## config.mk

```make
export PLATFORM = sky130hd
export DESIGN_NAME = stepper_half_step_sequencer_top
export DESIGN_NICKNAME = d
export VERILOG_FILES = /design/src/design/shs_pkg.sv /design/src/design/shs_core.sv /design/src/design/stepper_half_step_sequencer_top.sv
export SDC_FILE = /design/constraint.sdc
export NUM_CORES = 1
export LEC_CHECK = 0
export BUFFER_PORTS_ARGS = -buffer_cell sky130_fd_sc_hd__buf_2
export CORE_UTILIZATION = 40
export DETAILED_ROUTE_END_ITERATION = 16
export GPL_ROUTABILITY_DRIVEN = 0
export PLACE_DENSITY = 0.66
export SYNTH_ARGS = -nofsm -noshare
export SYNTH_HDL_FRONTEND = slang
export SYNTH_HIERARCHICAL = 1
export SYNTH_SLANG_ARGS = --single-unit
```

## constraint.sdc

```tcl
create_clock -name aclk -period 6.9 [get_ports aclk]
set_clock_uncertainty 0.05 [all_clocks]
set_input_delay 0.345 -clock aclk [delete_from_list [all_inputs] [get_ports aclk]]
set_output_delay 0.345 -clock aclk [all_outputs]
set_load 0.05 [all_outputs]
```

## src/design/shs_pkg.sv

```systemverilog
// Package for the half-step stepper sequencer: op and register codes,
// configuration and result structs, the half-step coil table and leg lookups.
// No dependencies.
package shs_pkg;

    // Item opcodes
    localparam logic [1:0] OP_TICK   = 2'd0;
    localparam logic [1:0] OP_NORMAL = 2'd1;
    localparam logic [1:0] OP_ROUTE  = 2'd2;
    localparam logic [1:0] OP_STOP   = 2'd3;

    // Register indexes (byte address = 4 * index)
    localparam logic [2:0] REG_LEG_COUNT = 3'd0;
    localparam logic [2:0] REG_LEG0      = 3'd1;
    localparam logic [2:0] REG_LEG1      = 3'd2;
    localparam logic [2:0] REG_LEG2      = 3'd3;
    localparam logic [2:0] REG_LEG_DIRS  = 3'd4;

    // Route limits
    localparam logic [2:0] MAX_LEGS = 3'd3;

    // Register reset values
    localparam logic [1:0]  RST_LEG_COUNT = 2'd3;
    localparam logic [15:0] RST_LEG0      = 16'd200;
    localparam logic [15:0] RST_LEG1      = 16'd400;
    localparam logic [15:0] RST_LEG2      = 16'd200;
    localparam logic [2:0]  RST_LEG_DIRS  = 3'd2;

    typedef struct packed {
        logic [1:0]  leg_count;
        logic [15:0] leg0_steps;
        logic [15:0] leg1_steps;
        logic [15:0] leg2_steps;
        logic [2:0]  leg_directions;
    } cfg_t;

    typedef struct packed {
        logic [3:0] coils;
        logic       running;
        logic       route_done;
    } res_t;

    // Eight-phase half-step coil pattern
    function automatic logic [3:0] half_step_coils(input logic [2:0] ph);
        logic [3:0] c;
        case (ph)
            3'd0:    c = 4'h1;
            3'd1:    c = 4'h3;
            3'd2:    c = 4'h2;
            3'd3:    c = 4'h6;
            3'd4:    c = 4'h4;
            3'd5:    c = 4'hc;
            3'd6:    c = 4'h8;
            3'd7:    c = 4'h9;
            default: c = 4'h0;
        endcase
        return c;
    endfunction

    // Step count of a route leg; legs past the third have none
    function automatic logic [15:0] leg_steps_of(input cfg_t cfg, input logic [1:0] leg);
        logic [15:0] s;
        case (leg)
            2'd0:    s = cfg.leg0_steps;
            2'd1:    s = cfg.leg1_steps;
            2'd2:    s = cfg.leg2_steps;
            default: s = 16'd0;
        endcase
        return s;
    endfunction

    // Direction of a route leg; legs past the third run anticlockwise
    function automatic logic leg_dir_of(input cfg_t cfg, input logic [1:0] leg);
        logic d;
        case (leg)
            2'd0:    d = cfg.leg_directions[0];
            2'd1:    d = cfg.leg_directions[1];
            2'd2:    d = cfg.leg_directions[2];
            default: d = 1'b0;
        endcase
        return d;
    endfunction

endpackage

```

## src/design/shs_core.sv

```systemverilog
// Sequencer core: step divider, target and route counters, phase and coil state.
// Computes the result of the current item in one pass. Depends on shs_pkg.
module shs_core import shs_pkg::*; (
    input  logic        aclk,
    input  logic        aresetn,
    input  logic        item_fire,
    input  logic [1:0]  op,
    input  logic        direction,
    input  logic [15:0] step_target,
    input  logic [15:0] period,
    input  cfg_t        cfg,
    output res_t        res_next
);

    logic        active_reg,    active_next;
    logic        route_mode_reg, route_mode_next;
    logic [15:0] target_reg,    target_next;
    logic [15:0] done_reg,      done_next;
    logic [1:0]  leg_reg,       leg_next;
    logic        dir_reg,       dir_next;
    logic [2:0]  phase_reg,     phase_next;
    logic [15:0] tperiod_reg,   tperiod_next;
    logic [15:0] tcount_reg,    tcount_next;
    logic [3:0]  coil_reg,      coil_next;

    logic [15:0] tc_inc;
    logic [2:0]  limit;
    logic [1:0]  leg_inc;
    logic        fire;
    logic        advance;
    logic        adv_dir;
    logic        done_pulse;

    assign tc_inc  = tcount_reg + 16'd1;
    assign limit   = ({1'b0, cfg.leg_count} > MAX_LEGS) ? MAX_LEGS : {1'b0, cfg.leg_count};
    assign leg_inc = leg_reg + 2'd1;
    assign fire    = active_reg && (tc_inc >= tperiod_reg);

    // Next state for one item
    always_comb begin
        active_next     = active_reg;
        route_mode_next = route_mode_reg;
        target_next     = target_reg;
        done_next       = done_reg;
        leg_next        = leg_reg;
        dir_next        = dir_reg;
        phase_next      = phase_reg;
        tperiod_next    = tperiod_reg;
        tcount_next     = tcount_reg;
        coil_next       = coil_reg;
        advance         = 1'b0;
        adv_dir         = dir_reg;
        done_pulse      = 1'b0;

        case (op)
            OP_TICK: begin
                if (active_reg) begin
                    tcount_next = fire ? 16'd0 : tc_inc;
                end
                if (fire) begin
                    if (!route_mode_reg) begin
                        // Normal run: zero target means endless
                        if (target_reg == 16'd0) begin
                            advance = 1'b1;
                        end else if (done_reg < target_reg) begin
                            done_next = done_reg + 16'd1;
                            advance   = 1'b1;
                        end else begin
                            active_next = 1'b0;
                            coil_next   = 4'h0;
                        end
                    end else begin
                        // Route: finish leg, move to next leg, or end route
                        if (done_reg < target_reg) begin
                            done_next = done_reg + 16'd1;
                            advance   = 1'b1;
                        end else if ({1'b0, leg_reg} + 3'd1 < limit) begin
                            leg_next    = leg_inc;
                            done_next   = 16'd0;
                            target_next = leg_steps_of(cfg, leg_inc);
                            dir_next    = leg_dir_of(cfg, leg_inc);
                            adv_dir     = leg_dir_of(cfg, leg_inc);
                            advance     = 1'b1;
                        end else begin
                            active_next = 1'b0;
                            coil_next   = 4'h0;
                            done_pulse  = 1'b1;
                        end
                    end
                end
            end
            OP_NORMAL: begin
                dir_next        = direction;
                target_next     = step_target;
                done_next       = 16'd0;
                route_mode_next = 1'b0;
                tperiod_next    = (period == 16'd0) ? 16'd1 : period;
                tcount_next     = 16'd0;
                active_next     = 1'b1;
            end
            OP_ROUTE: begin
                route_mode_next = 1'b1;
                leg_next        = 2'd0;
                done_next       = 16'd0;
                target_next     = leg_steps_of(cfg, 2'd0);
                dir_next        = leg_dir_of(cfg, 2'd0);
                tperiod_next    = (period == 16'd0) ? 16'd1 : period;
                tcount_next     = 16'd0;
                active_next     = 1'b1;
            end
            default: begin
                active_next = 1'b0;
            end
        endcase

        // Phase step: up for anticlockwise, down for clockwise
        if (advance) begin
            phase_next = adv_dir ? (phase_reg - 3'd1) : (phase_reg + 3'd1);
            coil_next  = half_step_coils(phase_next);
        end
    end

    assign res_next = '{coils: coil_next, running: active_next, route_done: done_pulse};

    // State registers
    always_ff @(posedge aclk) begin
        if (!aresetn) begin
            active_reg     <= 1'b0;
            route_mode_reg <= 1'b0;
            target_reg     <= 16'd0;
            done_reg       <= 16'd0;
            leg_reg        <= 2'd0;
            dir_reg        <= 1'b0;
            phase_reg      <= 3'd0;
            tperiod_reg    <= 16'd1;
            tcount_reg     <= 16'd0;
            coil_reg       <= 4'h0;
        end else if (item_fire) begin
            active_reg     <= active_next;
            route_mode_reg <= route_mode_next;
            target_reg     <= target_next;
            done_reg       <= done_next;
            leg_reg        <= leg_next;
            dir_reg        <= dir_next;
            phase_reg      <= phase_next;
            tperiod_reg    <= tperiod_next;
            tcount_reg     <= tcount_next;
            coil_reg       <= coil_next;
        end
    end

endmodule

```

## src/design/stepper_half_step_sequencer_top.sv

```systemverilog
// An accepted item's result is registered and shown on the m_ channel in the next cycle.
// Throughput: one item per cycle; the output register is reloaded in the same
// cycle its result is taken, so s_ready only drops while a result is stalled.
// Reset (aresetn low, synchronous): motor stopped, coils off, phase 0,
// route registers back to their defaults, no result pending.
// Top level: APB register file, sequencer core, output register. Uses shs_pkg.
module stepper_half_step_sequencer_top import shs_pkg::*; (
    input  logic        aclk,
    input  logic        aresetn,
    // Item input
    input  logic        s_valid,
    output logic        s_ready,
    input  logic [1:0]  s_op,
    input  logic        s_direction,
    input  logic [15:0] s_step_target,
    input  logic [15:0] s_period,
    // Result output
    output logic        m_valid,
    input  logic        m_ready,
    output logic [3:0]  m_coils,
    output logic        m_running,
    output logic        m_route_done,
    // Configuration port
    input  logic        psel,
    input  logic        penable,
    input  logic        pwrite,
    input  logic [4:0]  paddr,
    input  logic [31:0] pwdata,
    output logic [31:0] prdata,
    output logic        pready
);

    cfg_t       cfg_reg;
    res_t       res_next;
    res_t       res_reg;
    logic       m_valid_reg;
    logic       item_fire;
    logic [2:0] reg_idx;

    assign reg_idx   = paddr[4:2];
    assign pready    = 1'b1;
    assign s_ready   = !m_valid_reg || m_ready;
    assign item_fire = s_valid && s_ready;

    // Register writes
    always_ff @(posedge aclk) begin
        if (!aresetn) begin
            cfg_reg.leg_count      <= RST_LEG_COUNT;
            cfg_reg.leg0_steps     <= RST_LEG0;
            cfg_reg.leg1_steps     <= RST_LEG1;
            cfg_reg.leg2_steps     <= RST_LEG2;
            cfg_reg.leg_directions <= RST_LEG_DIRS;
        end else if (psel && penable && pwrite) begin
            case (reg_idx)
                REG_LEG_COUNT: cfg_reg.leg_count      <= pwdata[1:0];
                REG_LEG0:      cfg_reg.leg0_steps     <= pwdata[15:0];
                REG_LEG1:      cfg_reg.leg1_steps     <= pwdata[15:0];
                REG_LEG2:      cfg_reg.leg2_steps     <= pwdata[15:0];
                REG_LEG_DIRS:  cfg_reg.leg_directions <= pwdata[2:0];
                default: ;
            endcase
        end
    end

    // Register reads
    always_comb begin
        case (reg_idx)
            REG_LEG_COUNT: prdata = {30'd0, cfg_reg.leg_count};
            REG_LEG0:      prdata = {16'd0, cfg_reg.leg0_steps};
            REG_LEG1:      prdata = {16'd0, cfg_reg.leg1_steps};
            REG_LEG2:      prdata = {16'd0, cfg_reg.leg2_steps};
            REG_LEG_DIRS:  prdata = {29'd0, cfg_reg.leg_directions};
            default:       prdata = 32'd0;
        endcase
    end

    shs_core u_core (
        .aclk        (aclk),
        .aresetn     (aresetn),
        .item_fire   (item_fire),
        .op          (s_op),
        .direction   (s_direction),
        .step_target (s_step_target),
        .period      (s_period),
        .cfg         (cfg_reg),
        .res_next    (res_next)
    );

    // Output register
    always_ff @(posedge aclk) begin
        if (!aresetn) begin
            m_valid_reg <= 1'b0;
        end else if (item_fire) begin
            m_valid_reg <= 1'b1;
        end else if (m_ready) begin
            m_valid_reg <= 1'b0;
        end
    end

    always_ff @(posedge aclk) begin
        if (item_fire) begin
            res_reg <= res_next;
        end
    end

    assign m_valid      = m_valid_reg;
    assign m_coils      = res_reg.coils;
    assign m_running    = res_reg.running;
    assign m_route_done = res_reg.route_done;

`ifndef SYNTH
    // Route end always stops the timer and drops the coils
    a_done_stops: assert property (@(posedge aclk) disable iff (!aresetn)
        m_valid && m_route_done |-> !m_running && (m_coils == 4'h0))
        else $error("route_done with motor still driven");

    // A stop item leaves the timer idle
    a_stop_idle: assert property (@(posedge aclk) disable iff (!aresetn)
        item_fire && (s_op == OP_STOP) |=> m_valid && !m_running && !m_route_done)
        else $error("stop item did not halt the timer");

    // A start item always arms the timer
    a_start_runs: assert property (@(posedge aclk) disable iff (!aresetn)
        item_fire && (s_op == OP_NORMAL || s_op == OP_ROUTE) |=> m_valid && m_running)
        else $error("start item did not arm the timer");

    // A taken result with nothing new behind it empties the output register
    a_drain: assert property (@(posedge aclk) disable iff (!aresetn)
        m_valid && m_ready && !(s_valid && s_ready) |=> !m_valid)
        else $error("output register kept a taken result");
`endif

endmodule
```

Word level (Yosys, flattened, before mapping)
Memory sizes are Yosys's and may differ from the RTL's.
Index checks and enable logic that the tools add are counted.
{"block": "word_totals", "elab_cells": 136, "in_bits": 79, "out_inout_bits": 41, "romBits": 32, "reg_bits": 136, "n_memories": 1}
{"name": "(no name shown)", "depth": 8, "word_bits": 4, "rd": 1, "rd_clocked_by_memory_dff": 0, "write_ports": 0, "line_no": "shs_pkg.sv:46", "source": "case (ph)"}
{"block": "op_classes", "addsub": 6, "n_bitwise": 3, "n_reduce_logical": 31, "muxes": 57, "magnitude_cmp": 3, "n_eq_ne": 16}
{"cell": "$mux W16", "n": 13}
{"cell": "$pmux W16 S3", "n": 2}
{"cell": "$pmux W16 S5", "n": 1}
{"cell": "$pmux W16 S2", "n": 2}
{"cell": "$add A16 B1 Y16 const B", "n": 2}
{"cell": "$logic_not A16 Y1", "n": 2}
{"cell": "$mux W4", "n": 8}
{"cell": "$mux W1", "n": 21}
{"cell": "$reduce_and A2 Y1", "n": 9}
{"cell": "$reduce_and A6 Y1", "n": 3}
{"cell": "$ge A16 B16 Y1", "n": 1}
{"cell": "$lt A16 B16 Y1", "n": 1}
{"cell": "$mux W2", "n": 4}
{"cell": "$ne A2 B1 Y1 const B", "n": 4}
{"cell": "$reduce_bool A2 Y1", "n": 4}
{"cell": "$eq A3 B2 Y1 const B", "n": 2}
{"cell": "$ne A3 B1 Y1 const B", "n": 2}
{"cell": "$pmux W1 S3", "n": 2}
{"cell": "$eq A2 B1 Y1 const B", "n": 2}
{"cell": "$eq A2 B2 Y1 const B", "n": 2}
{"cell": "$logic_and A1 B1 Y1", "n": 4}
{"cell": "$logic_not A2 Y1", "n": 2}
{"cell": "$pmux W1 S2", "n": 2}
{"cell": "$pmux W2 S2", "n": 1}
{"cell": "18 further kinds", "n": 20}

Logic depth before layout (Yosys ltp)
An unclocked memory read counts as a cell.
{"block": "depth", "ltp_word": 11, "depth_mapped": 22}

Hierarchy
The synthesis kept the hierarchy.
{"module": "shs_core", "cells_per_inst": 611, "area_each_um2": 5057.4, "n_inst": 1}
{"module": "stepper_half_step_sequencer_top", "cells_per_inst": 302, "area_each_um2": 2875.3, "n_inst": 1}

Worst setup path before layout
OpenSTA, ideal clock, no wires.
{"block": "synth_path", "path_type": "register to register", "startpoint": "register u_core.tcount_reg[2]", "endpoint": "register res_reg (netlist bit m_coils[0]) (data pin)", "path_stages_with_launch": 21, "period_less_slack_ns": 4.694, "path_buffers": 1, "t_arrival_ns": 4.380, "setup_ns": 0.264, "required_time_ns": 6.586, "path_slack_ns": 2.206, "cell_sequence": "dfxtp_1 and3_1 and4_1 and4_1 and3_1 and3_1 nand3_1 xnor2_1 ha_1 nand4_1 nor3_1 a311oi_1 a21o_1 buf_6 nand3b_4 mux2i_4 fa_1 xnor2_1 xnor2_4 mux2i_1 o31ai_1"}
{"item": "start: declaration", "line_no": "shs_core.sv:23", "source": "logic [15:0] tcount_reg, tcount_next;"}
{"item": "start signal: assignment", "line_no": "shs_core.sv:147", "source": "tcount_reg <= tcount_next;"}
{"item": "end signal: assignment", "line_no": "stepper_half_step_sequencer_top.sv:102", "source": "res_reg <= res_next;"}
{"item": "end: declaration", "line_no": "stepper_half_step_sequencer_top.sv:35", "source": "res_t res_reg;"}

Worst setup path after layout
{"block": "layout_path", "startpoint": "register u_core.tcount_reg[0]", "endpoint": "register u_core.coil_reg[1]"}
{"block": "layout_between", "elab_chain_len": 8}
{"item": "$add A16 B1 Y16 *", "line_no": "shs_core.sv:34", "source": "assign tc_inc = tcount_reg + 16'd1;"}
{"item": "$ge A16 B16 Y1 *", "line_no": "shs_core.sv:37", "source": "assign fire = active_reg && (tc_inc >= tperiod_reg);"}
{"item": "$logic_and A1 B1 Y1 *", "line_no": "shs_core.sv:37"}
{"item": "$mux W1", "line_no": "shs_core.sv:60", "source": "if (fire) begin"}
{"item": "$mux W1", "line_no": "shs_core.sv:55", "source": "case (op)"}
{"item": "$mux W3", "line_no": "shs_core.sv:118", "source": "phase_next = adv_dir ? (phase_reg - 3'd1) : (phase_reg + 3'd1);"}
{"item": "$mem_v2 Z8 W4"}
{"item": "$mux W4 *", "line_no": "shs_core.sv:117", "source": "if (advance) begin"}
{"item": "end signal: assignment", "line_no": "shs_core.sv:148", "source": "coil_reg <= coil_next;"}
{"item": "end: declaration", "line_no": "shs_core.sv:24", "source": "logic [3:0] coil_reg, coil_next;"}
Mark *: on every way between the ends. The rest lies on a longest branch, timed or not.
A chain may end at the register's enable or synchronous reset.

==> run summary <==
Outcome = finished clean
Clock Path Buffers = 2
Clock sink count = 136
Core Region = 0.0195 sq mm
FF-to-FF Start = u_core/tcount_reg[0]$_SDFFE_PN0P_
Worst EP required = 7.22 ns
Nets = 1084
Final Cycle Share = 78.0%
Clock-pin slew on the worst setup and hold paths = 0.06 ns
Yosys Warn Count = 6
First-pass GRT wire length = 30.7 mm
Top FF cell, synth = dfxtp_1
Met3 GRT Util = 3.59%
WS Path Type = flip-flop to flip-flop
Setup WS pre-CTS = 1.65 ns
Cell count after synthesis = 913
Post-synthesis instance area = 0.00793 sq mm
Largest family of logic cells by synthesized area = simple AND/OR/NAND/NOR gates
H-tree depth = 4
Worst slew pin tran = 1.07 ns
Via Count = 6552
Count of different cell masters after synthesis = 65
WP buf/inv = 2
Drt via density = 5.29
First DRT Iteration DRCs = 573
Initial antenna violation count = 1
Seq/Total Area, Yosys = 35.1%
Vias in the first global route = 6031
Row Count = 51
Final Hold Vio Count = 0
CP startpoint kind = flip-flop
Layout area overhead = 12.7%
Initial core utilization = 40.8%
Leakage power = 3.77 nW
Synth Area in Compound Gates = 18.3%
Flop2flop setup slack = 1.52 ns
First-pass DRT Iterations = 5
Reg2reg path depth = 21
Clock Latency Late Sink = 0.43 ns
Post-CTS Hold Buffers = 0
Setup TNS = 0 ns
Adder-Cell Fraction of Synth Area = 7.44%
TritonCTS clock tree = done
Worst-path fanout max = 10
GRT Total Usage = 19.2%
Die Y = 143 microns
Width of the die = 143 microns
Mean Syn Cell Area = 8.69 sq um
Die area = 0.0204 sq mm
Hold path depth = 3
Number of I/O port buffers = 84
Critical-path cell list = ha_1 > nand3_1 > nor2_1 > and3_1 > and3_1 > nand3_1 > xnor2_1 > ha_1 > a21oi_1 > a21boi_0 > a311oi_1 > a21o_1 > nand3b_4 > mux2i_4 > inv_1 > ha_1 > ha_1 > nor3_1 > inv_1 > o31ai_1 > and2_1
Post-DR wirelength/cell = 15.0 microns
Delay-heaviest family, CP = simple AND/OR/NAND/NOR gates
Layout cell share with drive strength beyond 1 = 15.7%
Crit end category = flip-flop
CTS resizes = 0
Non-filler cells, final = 1238
DRC = 0
Met1 usage = 26.6%
Max cap viols = 0
Largest register FFs = 53
Clock period minus worst slack = 5.38 ns
Post-synth ARST share = 0%
Unrepaired setup endpoints after global routing = false
Flop and latch count out of synthesis = 136
Fillcell total = 1877
Min-delay worst type = primary input to flip-flop
Number of buffers created by CTS = 17
Boundary Pins = 120
Fmax = 0.186 GHz
Placed cell count = 1205
Pin count of the biggest net entering global routing = 76
Synth Area in XOR/XNOR = 3.77%
CTS root buf = clkbuf_16
Power Dens Cells = 217 mW/mm^2
Setup Buffers After CTS = 0
CP most frequent cell = ha_1
Worst setup path endpoint = u_core/coil_reg[1]$_SDFFE_PN0P_
Global route overflow = 0
Antenna viol nets, final = 0
Synth Area in Simple Gates = 18.8%
DP Wirelength = 13.0 mm
WP data arrival = 5.70 ns
GR peak layer = met2
Slowest stage cell, crit path = dfxtp_1
Post-synth EDFFs = 6
Final WS setup = 1.52 ns
Final Max Slew Viols = 0
GRT met2 Usage = 29.5%
Slew HR = 28.4%
CP startpoint = u_core/tcount_reg[0]$_SDFFE_PN0P_
Critical path's largest stage delay = 0.43 ns
Crit path depth = 21
RR Endpoint = u_core/coil_reg[1]$_SDFFE_PN0P_
# setup viols final = 0
WL final = 18.5 mm
IR Drop Worst-Case VDD = 0.203 mV
Mux contribution to synthesized area = 9.01%
-- worst min-delay path by stage --
stage	from	slack [ns]	to
finish	s_valid	0.12	m_valid$_SDFFE_PN0P_
floorplan	u_core/tperiod_reg[12]$_SDFFE_PN0P_	0.39	u_core/tperiod_reg[12]$_SDFFE_PN0P_
CTS	s_valid	0.11	m_valid$_SDFFE_PN0P_
global route	s_period[9]	0.13	u_core/tperiod_reg[9]$_SDFFE_PN0P_
detailed placement	u_core/tperiod_reg[6]$_SDFFE_PN0P_	0.41	u_core/tperiod_reg[6]$_SDFFE_PN0P_
global placement	u_core/tperiod_reg[6]$_SDFFE_PN0P_	0.40	u_core/tperiod_reg[6]$_SDFFE_PN0P_
-- cell usage in the layout, fill, tap and decap left out, types with 18 or more instances in the layout --
cell type,count
nor2b_1,23
nand3_1,23
nor2_1,48
inv_1,53
mux2i_1,50
ha_1,44
nand2_1,144
a22oi_1,27
a21boi_0,24
dfxtp_1,130
xor2_1,18
buf_2,83
o21ai_0,21
o211ai_1,20
-- layout make-up --
cell class                 count  area (sq um)  share of cell area (%)
tap                          265           332                    3.71
inverter                      53           199                    2.23
clock buffer                  17           425                    4.76
antenna                        1          2.50                  0.0280
multi-input combinational    664          4610                    51.6
timing repair buffer          87           445                    4.98
sequential                   136          2780                    31.1
clock inverter                15           144                    1.61
-- cell families (layout without fill, tap and decap cells) --
group / after synthesis / after routing
flops: 136 / 136
compound gates: 189 / 189
fa+ha+maj: 46 / 46
mux: 68 / 68
buf+inv: 128 / 172
simple gates: 312 / 312
xor+xnor: 32 / 32
other cells: 2 / 18
-- metrics by stage --
stage          cell area (sq um)  utilization (%)  hold WS, ns  power, mW
2_1_floorplan               7990                -        0.393       1.02
3_3_place_gp                8370             43.0        0.402       1.08
3_5_place_dp                8370             43.0        0.409       1.08
4_1_cts                     8940             45.9        0.110       1.96
5_1_grt                     8940             45.9        0.132       2.02
6_report                    8940             45.9        0.121       1.94
-- where the power goes --
group	internal [mW]	total [mW]	switching [mW]
registers	0.810	0.825	0.0141
logic	0.0774	0.236	0.159
clock network	0.503	0.879	0.376
total	1.39	1.94	0.549
-- layer usage --
metal / wire length, microns / up-vias / share of wire [%]
met3: 786 / 18 / 4.2
met1: 9120 / 3094 / 49
met2: 8320 / 147 / 45
li1: - / 3293 / -
met4: 297 / 0 / 1.6
met5: 0 / - / 0
-- tightest hold or removal path, stage by stage --
cell and delay (ns):
buf_2 0.10, inv_1 0.04, a21boi_0 0.06
-- cell usage after synthesis (8+ instances only) --
| cell type | n | area, sq um |
|---|---|---|
| nor4_1 | 10 | 62.6 |
| xnor2_1 | 13 | 114 |
| clkbuf_1 | 43 | 161 |
| nor3_1 | 9 | 45.0 |
| o211ai_1 | 20 | 150 |
| nand2_1 | 144 | 541 |
| inv_1 | 53 | 199 |
| and3_1 | 8 | 50.1 |
| dfxtp_1 | 130 | 2600 |
| mux2i_1 | 50 | 500 |
| mux2_2 | 17 | 191 |
| a21boi_0 | 24 | 180 |
| buf_4 | 20 | 150 |
| a22oi_1 | 27 | 203 |
| nand3_1 | 23 | 115 |
| a21oi_1 | 18 | 90.1 |
| o211a_1 | 17 | 170 |
| a22o_1 | 16 | 140 |
| nor2b_1 | 23 | 144 |
| nor2_1 | 48 | 180 |
| and2_1 | 8 | 50.1 |
| nand4_1 | 12 | 75.1 |
| o21ai_0 | 21 | 105 |
| a222oi_1 | 17 | 170 |
| ha_1 | 44 | 551 |
| xor2_1 | 18 | 158 |
Note: power is estimated with default switching activity, not from simulation.
